File: src/rtl/core/flp_pkg.sv
//------------------------------------------------------------------------------
// Fax line preview package
// Shared widths, command codes, the job record passed from the front end to
// the back end, and the divide-by-three helper.
//------------------------------------------------------------------------------
package flp_pkg;

   localparam int TAPS_PER_LINE_DEF = 500;
   localparam int COLUMN_BITS_DEF   = 16;

   localparam int SAMPLE_W    = 8;
   localparam int SUM_W       = 10;
   localparam int LEVEL_W     = 8;
   localparam int COLOR_W     = 24;
   localparam int CHANNEL_W   = 8;
   localparam int ROW_W       = 9;
   localparam int COLUMN_W    = 16;
   localparam int PAL_INDEX_W = 8;
   localparam int PAL_DEPTH   = 256;
   localparam int QUEUE_DEPTH = 4;

   // Reciprocal of three, exact for floor division of any value below 1024.
   localparam int DIV3_RECIP = 683;
   localparam int DIV3_SHIFT = 11;

   typedef enum logic [1:0] {
      CMD_SAMPLE    = 2'd0,
      CMD_PAL_WRITE = 2'd1,
      CMD_BEGIN     = 2'd2,
      CMD_END       = 2'd3
   } command_type;

   typedef logic [1:0] phase_type;

   localparam phase_type PHASE_FIRST  = 2'd0;
   localparam phase_type PHASE_MIDDLE = 2'd1;
   localparam phase_type PHASE_LAST   = 2'd2;

   typedef struct packed {
      logic                   is_palette;
      phase_type              line_phase;
      logic [SUM_W-1:0]       sum;
      logic [COLUMN_W-1:0]    column;
      logic [ROW_W-1:0]       row;
      logic                   last;
      logic [PAL_INDEX_W-1:0] pal_index;
      logic [COLOR_W-1:0]     pal_color;
   } job_type;

   function automatic logic [LEVEL_W-1:0] div3(input logic [SUM_W-1:0] x);
      logic [2*SUM_W-1:0] p;
      p = (2*SUM_W)'(x) * (2*SUM_W)'(DIV3_RECIP);
      return p[DIV3_SHIFT +: LEVEL_W];
   endfunction

endpackage

File: src/rtl/core/flp_queue.sv
//------------------------------------------------------------------------------
// Fax line preview job queue
// A short first-in first-out buffer that decouples the front end from the
// back end.
//------------------------------------------------------------------------------
module flp_queue #(
   parameter int WIDTH = 8,
   parameter int DEPTH = flp_pkg::QUEUE_DEPTH
) (
   input  logic             clock,
   input  logic             reset,
   input  logic             push,
   input  logic [WIDTH-1:0] push_data,
   input  logic             pop,
   output logic [WIDTH-1:0] pop_data,
   output logic             full,
   output logic             empty
);
   import flp_pkg::*;

   localparam int PTR_W = (DEPTH > 1) ? $clog2(DEPTH) : 1;
   localparam logic [PTR_W-1:0] LAST_PTR = PTR_W'(DEPTH - 1);

   logic [WIDTH-1:0] store_ff [DEPTH];
   logic [PTR_W-1:0] wr_ptr_ff, wr_ptr_in;
   logic [PTR_W-1:0] rd_ptr_ff, rd_ptr_in;
   logic [PTR_W:0]   count_ff, count_in;
   logic             do_push, do_pop;

   assign full     = (count_ff == (PTR_W + 1)'(DEPTH));
   assign empty    = (count_ff == '0);
   assign do_push  = push && !full;
   assign do_pop   = pop && !empty;
   assign pop_data = store_ff[rd_ptr_ff];

   always_comb begin
      wr_ptr_in = wr_ptr_ff;
      rd_ptr_in = rd_ptr_ff;
      count_in  = count_ff;
      if (do_push) begin
         wr_ptr_in = (wr_ptr_ff == LAST_PTR) ? '0 : wr_ptr_ff + PTR_W'(1);
      end
      if (do_pop) begin
         rd_ptr_in = (rd_ptr_ff == LAST_PTR) ? '0 : rd_ptr_ff + PTR_W'(1);
      end
      if (do_push && !do_pop) begin
         count_in = count_ff + (PTR_W + 1)'(1);
      end else if (do_pop && !do_push) begin
         count_in = count_ff - (PTR_W + 1)'(1);
      end
   end

   always_ff @(posedge clock) begin
      if (reset) begin
         wr_ptr_ff <= '0;
         rd_ptr_ff <= '0;
         count_ff  <= '0;
      end else begin
         wr_ptr_ff <= wr_ptr_in;
         rd_ptr_ff <= rd_ptr_in;
         count_ff  <= count_in;
      end
   end

   always_ff @(posedge clock) begin
      if (do_push) begin
         store_ff[wr_ptr_ff] <= push_data;
      end
   end

endmodule

File: config.mk
export PLATFORM = sky130hd
export DESIGN_NAME = flp_queue
export DESIGN_NICKNAME = d
export VERILOG_FILES = /design/src/rtl/core/flp_pkg.sv /design/src/rtl/core/flp_queue.sv
export SDC_FILE = /design/constraint.sdc
export NUM_CORES = 1
export LEC_CHECK = 0
export BUFFER_PORTS_ARGS = -buffer_cell sky130_fd_sc_hd__buf_2
export CORE_MARGIN = 3
export CORE_UTILIZATION = 45
export CTS_CLUSTER_DIAMETER = 120
export CTS_CLUSTER_SIZE = 14
export DETAILED_ROUTE_END_ITERATION = 7
export PLACE_DENSITY_LB_ADDON = 0.3
export SLEW_MARGIN = 15
export SYNTH_ARGS = -nofsm -noshare
export SYNTH_HDL_FRONTEND = slang
export SYNTH_SLANG_ARGS = --single-unit
File: constraint.sdc
create_clock -name clock -period 2.8 [get_ports clock]
set_input_delay 0.56 -clock clock [delete_from_list [all_inputs] [get_ports clock]]
set_output_delay 0.56 -clock clock [all_outputs]
set_load 0.01 [all_outputs]
==> impl_metrics.csv <==
group,metric,value,unit
critical_path,crit_chain,"or3b_1 > clkinv_4 > nor2_2 > ha_1 > inv_1 > fa_1 > xor2_1 > or3_2 > a21oi_1",
clock_network,root_buffer,"clkbuf_4",
critical_path,critPathArrivalTime,2.70,ns
clock_network,post_cts_resized,0,
clock_network,numCtsBuffers,5,
detailed_routing,dr.pass1.iters,4,
die,row_count,21,
clock_network,tritoncts,"yes",
detailed_routing,drt-wirelength-per-cell,15.2,um
grt,antenna_found_initial,0,
synth,synth.distinct_cells,26,
power,pwr_density_cell,837,nW/um^2
final_layout,fin_nets,135,
run,maxCapViolCount,0,
die,start_util,0.482,
outcome,status,"finished, final reports clean",
grt,grt_use_met2,0.214,
clock_network,post-cts-setup-buffers,0,
placed_design,place_congestion,0.737,
timing,slew_viol_final,0,
timing,fin_skew,0.00904,ns
synth,seq_area_frac_synth,0.694,
final_layout,area_growth,13.1,%
critical_path,crit_path_start_kind,"flip-flop",
die,die_x,66.5,um
grt,grt_pass1_vias,859,
synth,synth_top_area_frac,0.584,
synth,synth_edf_count,32,
grt,grt-busiest-layer,"met2",
detailed_routing,num_vias,842,
final_layout,diodes,0,
critical_path,critical_path_buf_inv_count,2,
die,dieArea,4420,sq um
critical_path,slowest_delay,0.47,ns
timing,fmax,414,MHz
detailed_routing,drt_iter0_drc,50,
timing,relSlewSlack,0.642,
timing,final_hold_viol_count,0,
synth,synth_top_family_by_area,"multiplexers",
timing,finalSetupViolations,0,
timing,tightest_slew,0.536,ns
power,ir_drop,342,uV
grt,grt.overflow.total,0,
grt,grt_pass1_wl,4060,um
detailed_routing,viasPerCell,5.17,
clock_network,ctsHoldBuffers,0,
detailed_routing,drc,0,
synth,synthSimpleGateAreaFrac,0.0570,
critical_path,critPathTopFamily,"simple AND/OR/NAND/NOR gates",
critical_path,cp_max_fo,7,
die,core_area,3420,sq um
synth,synthAdderAreaFrac,0.0578,
synth,syn_avg_cell_area,17.9,sq um
grt,met3_usage,0.0371,
critical_path,reg2reg_from,"count_ff[0]",
clock_network,clkTransAtPathRegs,0.11,ns
synth,async_flop_share,0,
critical_path,critPathSlowestCell,"dfxtp_1",
synth,synth_flop_cell,"edfxtp_1",
clock_network,clk_latency,0.35,ns
critical_path,worstSetupPathType,"reg -> reg",
synth,synth_mux_area_frac,0.122,
synth,synth-seq-cells,41,
detailed_routing,wirelength,2490,um
clock_network,numClockSinks,41,
die,die_h,66.5,um
synth,synthCells,92,
worst_hold_path,hold_class,"in -> reg",
critical_path,crit_start,"count_ff[0]",
synth,synthTopCellsByArea,"edfxtp_1 58%, dfxtp_1 11%, mux4_2 11%",
grt,gr-usage-met1,0.148,
placed_design,dpl.hpwl,1750,um
timing,finalCritPeriodShare,0.863,
grt,grt_max_degree,14,
grt,grtUsageTotal,0.132,
synth,synth-compound-area-share,0.0304,
synth,yosys_warnings,0,
timing,fin_setup_tns,0,ns
clock_network,cts_max_level,2,
synth,synth_area,1650,sq um
critical_path,critPathCaptureType,"flip-flop",
die,top_level_ports,22,
synth,syn-num-nets,111,
final_layout,utilization,0.545,
power,leakagePower,0.688,nW
timing,period_needed,2.42,ns
critical_path,critPathRequiredTime,3.08,ns
timing,rsz0062_at_grt,"no",
synth,synth-xor-area-share,0.0106,
final_layout,layout-drive-gt1-share,0.385,
clock_network,cts_max_path_buffers,2,
placed_design,numPortBuffers,21,
detailed_routing,detail-route-antenna-nets,0,
synth,synth.largest_area_cell,"edfxtp_1",
worst_hold_path,hp-start,"push_data[6]",
==> cell type report <==
cell class | count | area [sq um]
inverters | 5 | 23.8
flip-flops and latches | 41 | 1140
clock buffers | 6 | 41.3
multi-input cells | 42 | 457
well taps | 46 | 57.6
repair buffers | 21 | 105
fillers | 281 | 1560
clock inverters | 2 | 35.0
==> kinds of logic (layout without fill, tap and decap cells) <==
group	count (synthesis)	in the layout
mux	10	10
simple gates	16	16
buf+inv	9	34
flops	41	41
xor+xnor	2	2
fa+ha+maj	7	7
compound gates	7	7
==> cells in the mapped netlist, types with 3 or more instances <==
cell / number
a21oi_1: 3
and3_2: 4
dfxtp_1: 9
edfxtp_1: 32
ha_1: 6
inv_1: 4
mux4_2: 8
nor2_1: 3
==> path summary, 6_finish.rpt <==
path	slack [ns]	endpoint	cells past startpoint
hold / removal	0.42	store_ff[2][6]	1
setup reg to reg	0.38	count_ff[2]	9
setup / recovery	0.38	count_ff[2]	9
hold reg to reg	0.53	rd_ptr_ff[0]	2
==> state kept, by name (all words and copies together), names as in the netlist, named ones only <==
register and cells:
store_ff 32, count_ff 3, rd_ptr_ff 2, wr_ptr_ff 2
==> metrics by stage <==
step | std cells | setup WS (ns) | hold slack, ns | total power [mW] | cell area (sq um)
finish | 163 | 0.383 | 0.420 | 1.56 | 1860
global route | 163 | 0.188 | 0.404 | 1.65 | 1860
detailed placement | 155 | 0.399 | 0.517 | 1.22 | 1780
CTS | 163 | 0.360 | 0.408 | 1.58 | 1860
global placement | 155 | 0.544 | 0.473 | 1.20 | 1780
floorplan | 92 | 0.626 | 0.463 | 1.10 | 1650
==> power by group <==
| part | switching [mW] | internal, mW | leakage (nW) |
|---|---|---|---|
| Sequential | 0.0746 | 0.742 | 0.367 |
| Combinational | 0.180 | 0.196 | 0.279 |
| Clock | 0.177 | 0.187 | 0.0422 |
==> layer usage <==
layer / vias to the layer above / wire length, um
met5: - / 0
met4: 0 / 75
met3: 7 / 149
met2: 28 / 1290
met1: 407 / 966
li1: 400 / -
==> layout by cell type, fill, tap and decap left out, drive strengths merged, types with 3 or more instances in the layout <==
| master | n |
|---|---|
| nor2 | 4 |
| mux4 | 8 |
| buf | 21 |
| ha | 6 |
| inv | 4 |
| and3 | 4 |
| clkbuf | 6 |
| dfxtp | 9 |
| a21oi | 3 |
| edfxtp | 32 |
Note: power is estimated with default switching activity, not from simulation.
