==> src/rtl/core/flp_pkg.sv <==
//------------------------------------------------------------------------------
// Fax line preview package
// Shared widths, command codes, the job record passed from the front end to
// the back end, and the divide-by-three helper.
//------------------------------------------------------------------------------
package flp_pkg;

   localparam int TAPS_PER_LINE_DEF = 500;
   localparam int COLUMN_BITS_DEF   = 16;

   localparam int SAMPLE_W    = 8;
   localparam int SUM_W       = 10;
   localparam int LEVEL_W     = 8;
   localparam int COLOR_W     = 24;
   localparam int CHANNEL_W   = 8;
   localparam int ROW_W       = 9;
   localparam int COLUMN_W    = 16;
   localparam int PAL_INDEX_W = 8;
   localparam int PAL_DEPTH   = 256;
   localparam int QUEUE_DEPTH = 4;

   // Reciprocal of three, exact for floor division of any value below 1024.
   localparam int DIV3_RECIP = 683;
   localparam int DIV3_SHIFT = 11;

   typedef enum logic [1:0] {
      CMD_SAMPLE    = 2'd0,
      CMD_PAL_WRITE = 2'd1,
      CMD_BEGIN     = 2'd2,
      CMD_END       = 2'd3
   } command_type;

   typedef logic [1:0] phase_type;

   localparam phase_type PHASE_FIRST  = 2'd0;
   localparam phase_type PHASE_MIDDLE = 2'd1;
   localparam phase_type PHASE_LAST   = 2'd2;

   typedef struct packed {
      logic                   is_palette;
      phase_type              line_phase;
      logic [SUM_W-1:0]       sum;
      logic [COLUMN_W-1:0]    column;
      logic [ROW_W-1:0]       row;
      logic                   last;
      logic [PAL_INDEX_W-1:0] pal_index;
      logic [COLOR_W-1:0]     pal_color;
   } job_type;

   function automatic logic [LEVEL_W-1:0] div3(input logic [SUM_W-1:0] x);
      logic [2*SUM_W-1:0] p;
      p = (2*SUM_W)'(x) * (2*SUM_W)'(DIV3_RECIP);
      return p[DIV3_SHIFT +: LEVEL_W];
   endfunction

endpackage

==> src/rtl/core/flp_front.sv <==
//------------------------------------------------------------------------------
// Fax line preview front end
// Decodes each command, tracks reception, sample, tap and line phases and the
// column count, and emits a job for every finished tap and palette write.
//------------------------------------------------------------------------------
module flp_front #(
   parameter  int TAPS_PER_LINE = flp_pkg::TAPS_PER_LINE_DEF,
   parameter  int COLUMN_BITS   = flp_pkg::COLUMN_BITS_DEF,
   localparam int IDX_W         = $clog2(TAPS_PER_LINE)
) (
   input  logic                           clock,
   input  logic                           reset,
   input  logic                           accept,
   input  logic [1:0]                     command,
   input  logic [flp_pkg::SAMPLE_W-1:0]    sample,
   input  logic [flp_pkg::PAL_INDEX_W-1:0] palette_index,
   input  logic [flp_pkg::COLOR_W-1:0]     palette_color,
   output logic                           job_valid,
   output flp_pkg::job_type               job,
   output logic [IDX_W-1:0]               job_index
);
   import flp_pkg::*;

   localparam logic [IDX_W-1:0] LAST_IDX = IDX_W'(TAPS_PER_LINE - 1);

   command_type              cmd;
   logic                     receiving_ff, receiving_in;
   phase_type                sample_phase_ff, sample_phase_in;
   logic [SUM_W-1:0]         psum_ff, psum_in;
   logic [IDX_W-1:0]         tap_index_ff, tap_index_in;
   phase_type                line_phase_ff, line_phase_in;
   logic [COLUMN_BITS-1:0]   column_ff, column_in;
   logic [SUM_W-1:0]         sample_sum;

   assign cmd        = command_type'(command);
   assign sample_sum = psum_ff + SUM_W'(sample);

   always_comb begin
      receiving_in    = receiving_ff;
      sample_phase_in = sample_phase_ff;
      psum_in         = psum_ff;
      tap_index_in    = tap_index_ff;
      line_phase_in   = line_phase_ff;
      column_in       = column_ff;
      job_valid       = 1'b0;
      if (accept) begin
         case (cmd)
            CMD_PAL_WRITE: begin
               job_valid = 1'b1;
            end
            CMD_BEGIN: begin
               receiving_in    = 1'b1;
               sample_phase_in = PHASE_FIRST;
               psum_in         = '0;
               tap_index_in    = '0;
               line_phase_in   = PHASE_FIRST;
               column_in       = '0;
            end
            CMD_END: begin
               receiving_in = 1'b0;
            end
            CMD_SAMPLE: begin
               if (receiving_ff) begin
                  if (sample_phase_ff != PHASE_LAST) begin
                     sample_phase_in = sample_phase_ff + 2'd1;
                     psum_in         = sample_sum;
                  end else begin
                     sample_phase_in = PHASE_FIRST;
                     psum_in         = '0;
                     job_valid       = 1'b1;
                     if (tap_index_ff == LAST_IDX) begin
                        tap_index_in = '0;
                        if (line_phase_ff == PHASE_LAST) begin
                           line_phase_in = PHASE_FIRST;
                           column_in     = column_ff + COLUMN_BITS'(1);
                        end else begin
                           line_phase_in = line_phase_ff + 2'd1;
                        end
                     end else begin
                        tap_index_in = tap_index_ff + IDX_W'(1);
                     end
                  end
               end
            end
            default: begin
            end
         endcase
      end
   end

   always_comb begin
      job.is_palette = (cmd == CMD_PAL_WRITE);
      job.line_phase = line_phase_ff;
      job.sum        = sample_sum;
      job.column     = COLUMN_W'(column_ff);
      job.row        = ROW_W'(LAST_IDX - tap_index_ff);
      job.last       = (tap_index_ff == LAST_IDX);
      job.pal_index  = palette_index;
      job.pal_color  = palette_color;
      job_index      = tap_index_ff;
   end

   always_ff @(posedge clock) begin
      if (reset) begin
         receiving_ff    <= 1'b0;
         sample_phase_ff <= PHASE_FIRST;
         psum_ff         <= '0;
         tap_index_ff    <= '0;
         line_phase_ff   <= PHASE_FIRST;
         column_ff       <= '0;
      end else begin
         receiving_ff    <= receiving_in;
         sample_phase_ff <= sample_phase_in;
         psum_ff         <= psum_in;
         tap_index_ff    <= tap_index_in;
         line_phase_ff   <= line_phase_in;
         column_ff       <= column_in;
      end
   end

endmodule

==> config.mk <==
export PLATFORM = sky130hd
export DESIGN_NAME = flp_front
export DESIGN_NICKNAME = d
export VERILOG_FILES = /design/src/rtl/core/flp_pkg.sv /design/src/rtl/core/flp_front.sv
export SDC_FILE = /design/constraint.sdc
export NUM_CORES = 1
export LEC_CHECK = 0
export ABC_CLOCK_PERIOD_IN_PS = 2420
export BUFFER_PORTS_ARGS = -buffer_cell sky130_fd_sc_hd__buf_2
export CAP_MARGIN = 20
export CORE_UTILIZATION = 40
export CTS_CLUSTER_SIZE = 20
export DETAILED_ROUTE_END_ITERATION = 8
export GPL_TIMING_DRIVEN = 0
export PLACE_DENSITY = 0.83
export SLEW_MARGIN = 30
export SYNTH_ARGS = -nofsm -noshare
export SYNTH_HDL_FRONTEND = slang
export SYNTH_SLANG_ARGS = --single-unit
==> constraint.sdc <==
create_clock -name clock -period 2.42 [get_ports clock]
set_clock_uncertainty 0.2 [all_clocks]
set_input_delay 0.242 -clock clock [delete_from_list [all_inputs] [get_ports clock]]
set_output_delay 0.242 -clock clock [all_outputs]
set_load 0.005 [all_outputs]
==> run_results.csv <==
group,metric,value,unit
clock_network,htree_levels,2,
finish,nNetsFinal,491,
finish,final_common_cell,"buf_2",
synth,synth_edf_count,0,
detailed_routing,wl_met2,3.318,mm
timing,maxSlewHeadroom,67.20,%
timing,clock.fmax,0.3972,GHz
synth,synth_seq_cells,40,
placement,dp_hpwl,4.689,mm
status,status,"finished with violations",
worst_setup_path,cp-end-kind,"primary output",
floorplanning,die-area,0.006746,mm^2
min_path,holdCritPathClass,"in -> reg",
floorplanning,core,0.006061,mm^2
detailed_routing,post_drt_wl_per_cell,12.60,um
worst_setup_path,path_max_fanout,2,
timing,fin_tns_setup,-0.1699,ns
power_and_ir_drop,cellPowerDensity,373.4,mW/mm^2
grt,grt_overflow,0,
clock_network,cts_root_buf,"clkbuf_8",
grt,grt_pass1_vias,2399,
synth,synth_area_leaders,"dfxtp_1 (31%), buf_4 (9.6%), ha_1 (5.8%), nor2_1 (5.4%), xor2_1 (4.8%)",
worst_setup_path,reg2reg_slack,0.12,ns
finish,final_cell_mix,"buf_2 (93), buf_4 (49), nor2_1 (37)",
synth,yosysWarnings,0,
placement,postPlaceCellArea,0.003123,mm^2
worst_setup_path,slowest_stage,"dfxtp_2",
synth,synth_cell_types,44,
timing,whs,0.01298,ns
detailed_routing,ant_nets,0,
placement,gp_congestion,0.8306,
finish,area_delta_synth_final,33.32,%
detailed_routing,highest_layer,"met4",
finish,multi_input_area,0.001504,mm^2
power_and_ir_drop,p_leak,1.532,nW
status,violations,"setup timing",
floorplanning,initial_core_util,42.38,%
power_and_ir_drop,ir_drop,264.6,uV
clock_network,cts.sinks,40,
finish,fillers,558,
worst_setup_path,cp.required,1.98,ns
worst_setup_path,critPathLaunchType,"flop",
placement,portBuffers,92,
synth,syn-num-nets,377,
synth,yosys_most_used_dff,"dfxtp_1",
floorplanning,rows,28,
clock_network,cts_buffers,5,
timing,drv_slew,0,
detailed_routing,met3_length,494,um
power_and_ir_drop,p_total,1.279,mW
floorplanning,die_h,82.14,um
synth,synth_sequential_area_ratio,31.17,%
detailed_routing,vias,2607,
synth,syn_area,0.002569,mm^2
clock_network,cts_hold_buf,0,
finish,drive_gt1_share,40.65,%
detailed_routing,met1_length,2.496,mm
job,max-cap-violations,0,
timing,fin_crit_sh,104.0,%
clock_network,clk_path_buf_depth,2,
finish,diodes,0,
synth,yosys.area.top_type_share,31.17,%
timing,rsz0062_at_grt,"true",
timing,finalHoldViolCount,0,
detailed_routing,drt_iter0_drc,92,
synth,synth.avg_cell_area,8.052,um^2
floorplanning,die_w,82.14,um
synth,async_flop_share,0,%
worst_setup_path,critPathKind,"reg -> out",
grt,grt_pass1_wl,10.11,mm
detailed_routing,drc,0,
grt,grt_max_degree,13,
worst_setup_path,crit_chain,"ha_4 > inv_2 > fa_2 > nor2b_4 > buf_4 > buf_6 > o31a_1 > o211ai_1 > and3_1 > buf_2",
detailed_routing,viasPerCell,5.132,
detailed_routing,drt_first_pass_iters,4,
synth,synthCells,319,
worst_setup_path,crit_arrival,2.08,ns
grt,grt_usage,19.55,%
clock_network,cts_tree,"yes",
detailed_routing,routed_wl,6.403,mm
clock_network,path_clk_slew,0.07,ns
grt,antenna_found_initial,0,
timing,post-route-min-period,2.518,ns
floorplanning,pin_count,126,
finish,stdcell_area,0.003425,mm^2
timing,layout_setup_ws,-0.09781,ns
synth,yosysTopAreaCell,"dfxtp_1",
finish,final_core_util,56.50,%
finish,regArea,809.5,um^2
worst_setup_path,max_stage_delay,0.34,ns
timing,final-setup-viol-count,2,
clock_network,clkLatencyLatePin,0.30,ns
timing,worst_slew_pin_slew,0.4921,ns
## registers in the layout, summed over array words and instances, names as in the netlist
name	cells
line_phase_ff	2
receiving_ff	1
job_index	9
sample_phase_ff	2
psum_ff	10
column_ff	16
## stage by stage
stage / setup WS [ns] / instances
global route: -0.2328 / 508
CTS: -0.1636 / 502
floorplan: 0.06783 / 319
global placement: -0.1754 / 486
detailed placement: -0.2593 / 486
finish: -0.09781 / 508
## repair_timing
action,CTS,global route
cloned,0,0
hold endpoints to repair,0,0
setup buffers,11,6
endpoints found under the setup margin,14,11
pin swaps,9,12
resized for setup,21,7
## layout make-up
class	instances	share of cell area [%]
multi-input combinational	219	43.92
clock buffer	5	2.010
sequential	40	23.64
tap	75	2.740
inverter	16	1.754
clock inverter	2	0.3654
timing repair buffer	109	17.28
buffer	42	8.294
## Yosys cell counts, types with 2 or more instances
cell type and instances:
a22oi_1 6, nor2_1 37, nand3_1 6, o21a_1 3
xnor2_1 8, ha_1 12, nand4_1 15, dfxtp_1 40
a31oi_1 4, nor2b_1 5, nand2_1 20, inv_1 16
nor3_1 3, o211ai_1 3, or3_1 10, xor2_1 14
and4_1 3, buf_4 33, a21oi_1 20, a21o_1 2
and3_1 4, o21ai_0 8, and2_1 3, or4_1 4
a32o_1 2, nand2b_1 2, clkbuf_1 10, o31ai_1 2
o21ai_1 9
## worst max-delay path, delay by kind of cell (launching register included)
| family | cells | cell delay (ns) |
|---|---|---|
| fa+ha+maj | 2 | 0.37 |
| simple gates | 2 | 0.24 |
| compound gates | 2 | 0.43 |
| buf+inv | 4 | 0.40 |
| flops | 1 | 0.34 |
## report_power, final
group / switching, mW / internal [mW] / total (mW)
combinational: 0.0852 / 0.101 / 0.186
clock: 0.235 / 0.195 / 0.430
sequential: 0.00315 / 0.660 / 0.663
total: 0.323 / 0.956 / 1.28
## logic make-up after synthesis
| kind of cell | Yosys count | share of synthesized area (%) |
|---|---|---|
| XOR/XNOR | 22 | 7.501 |
| flip-flops | 40 | 31.17 |
| buffers and inverters | 60 | 13.64 |
| AND/OR/NAND/NOR | 119 | 24.65 |
| adder cells (fa/ha/maj) | 13 | 6.624 |
| AO/OA/AOI/OAI | 65 | 16.41 |
## worst paths after layout
check                                start      endpoint  cells past startpoint
worst min register to register  psum_ff[6]    psum_ff[6]                      2
worst min-delay path                accept  receiving_ff                      2
worst max-delay path            psum_ff[0]       job[64]                     10
worst max register to register  psum_ff[0]    psum_ff[6]                     13
## layer usage
metal	vias up	track usage, %
met3	9	5.055
met5	-	0
met1	1183	20.23
met4	0	7.544
li1	1317	-
met2	98	37.19
Note: power is estimated with default switching activity, not from simulation.
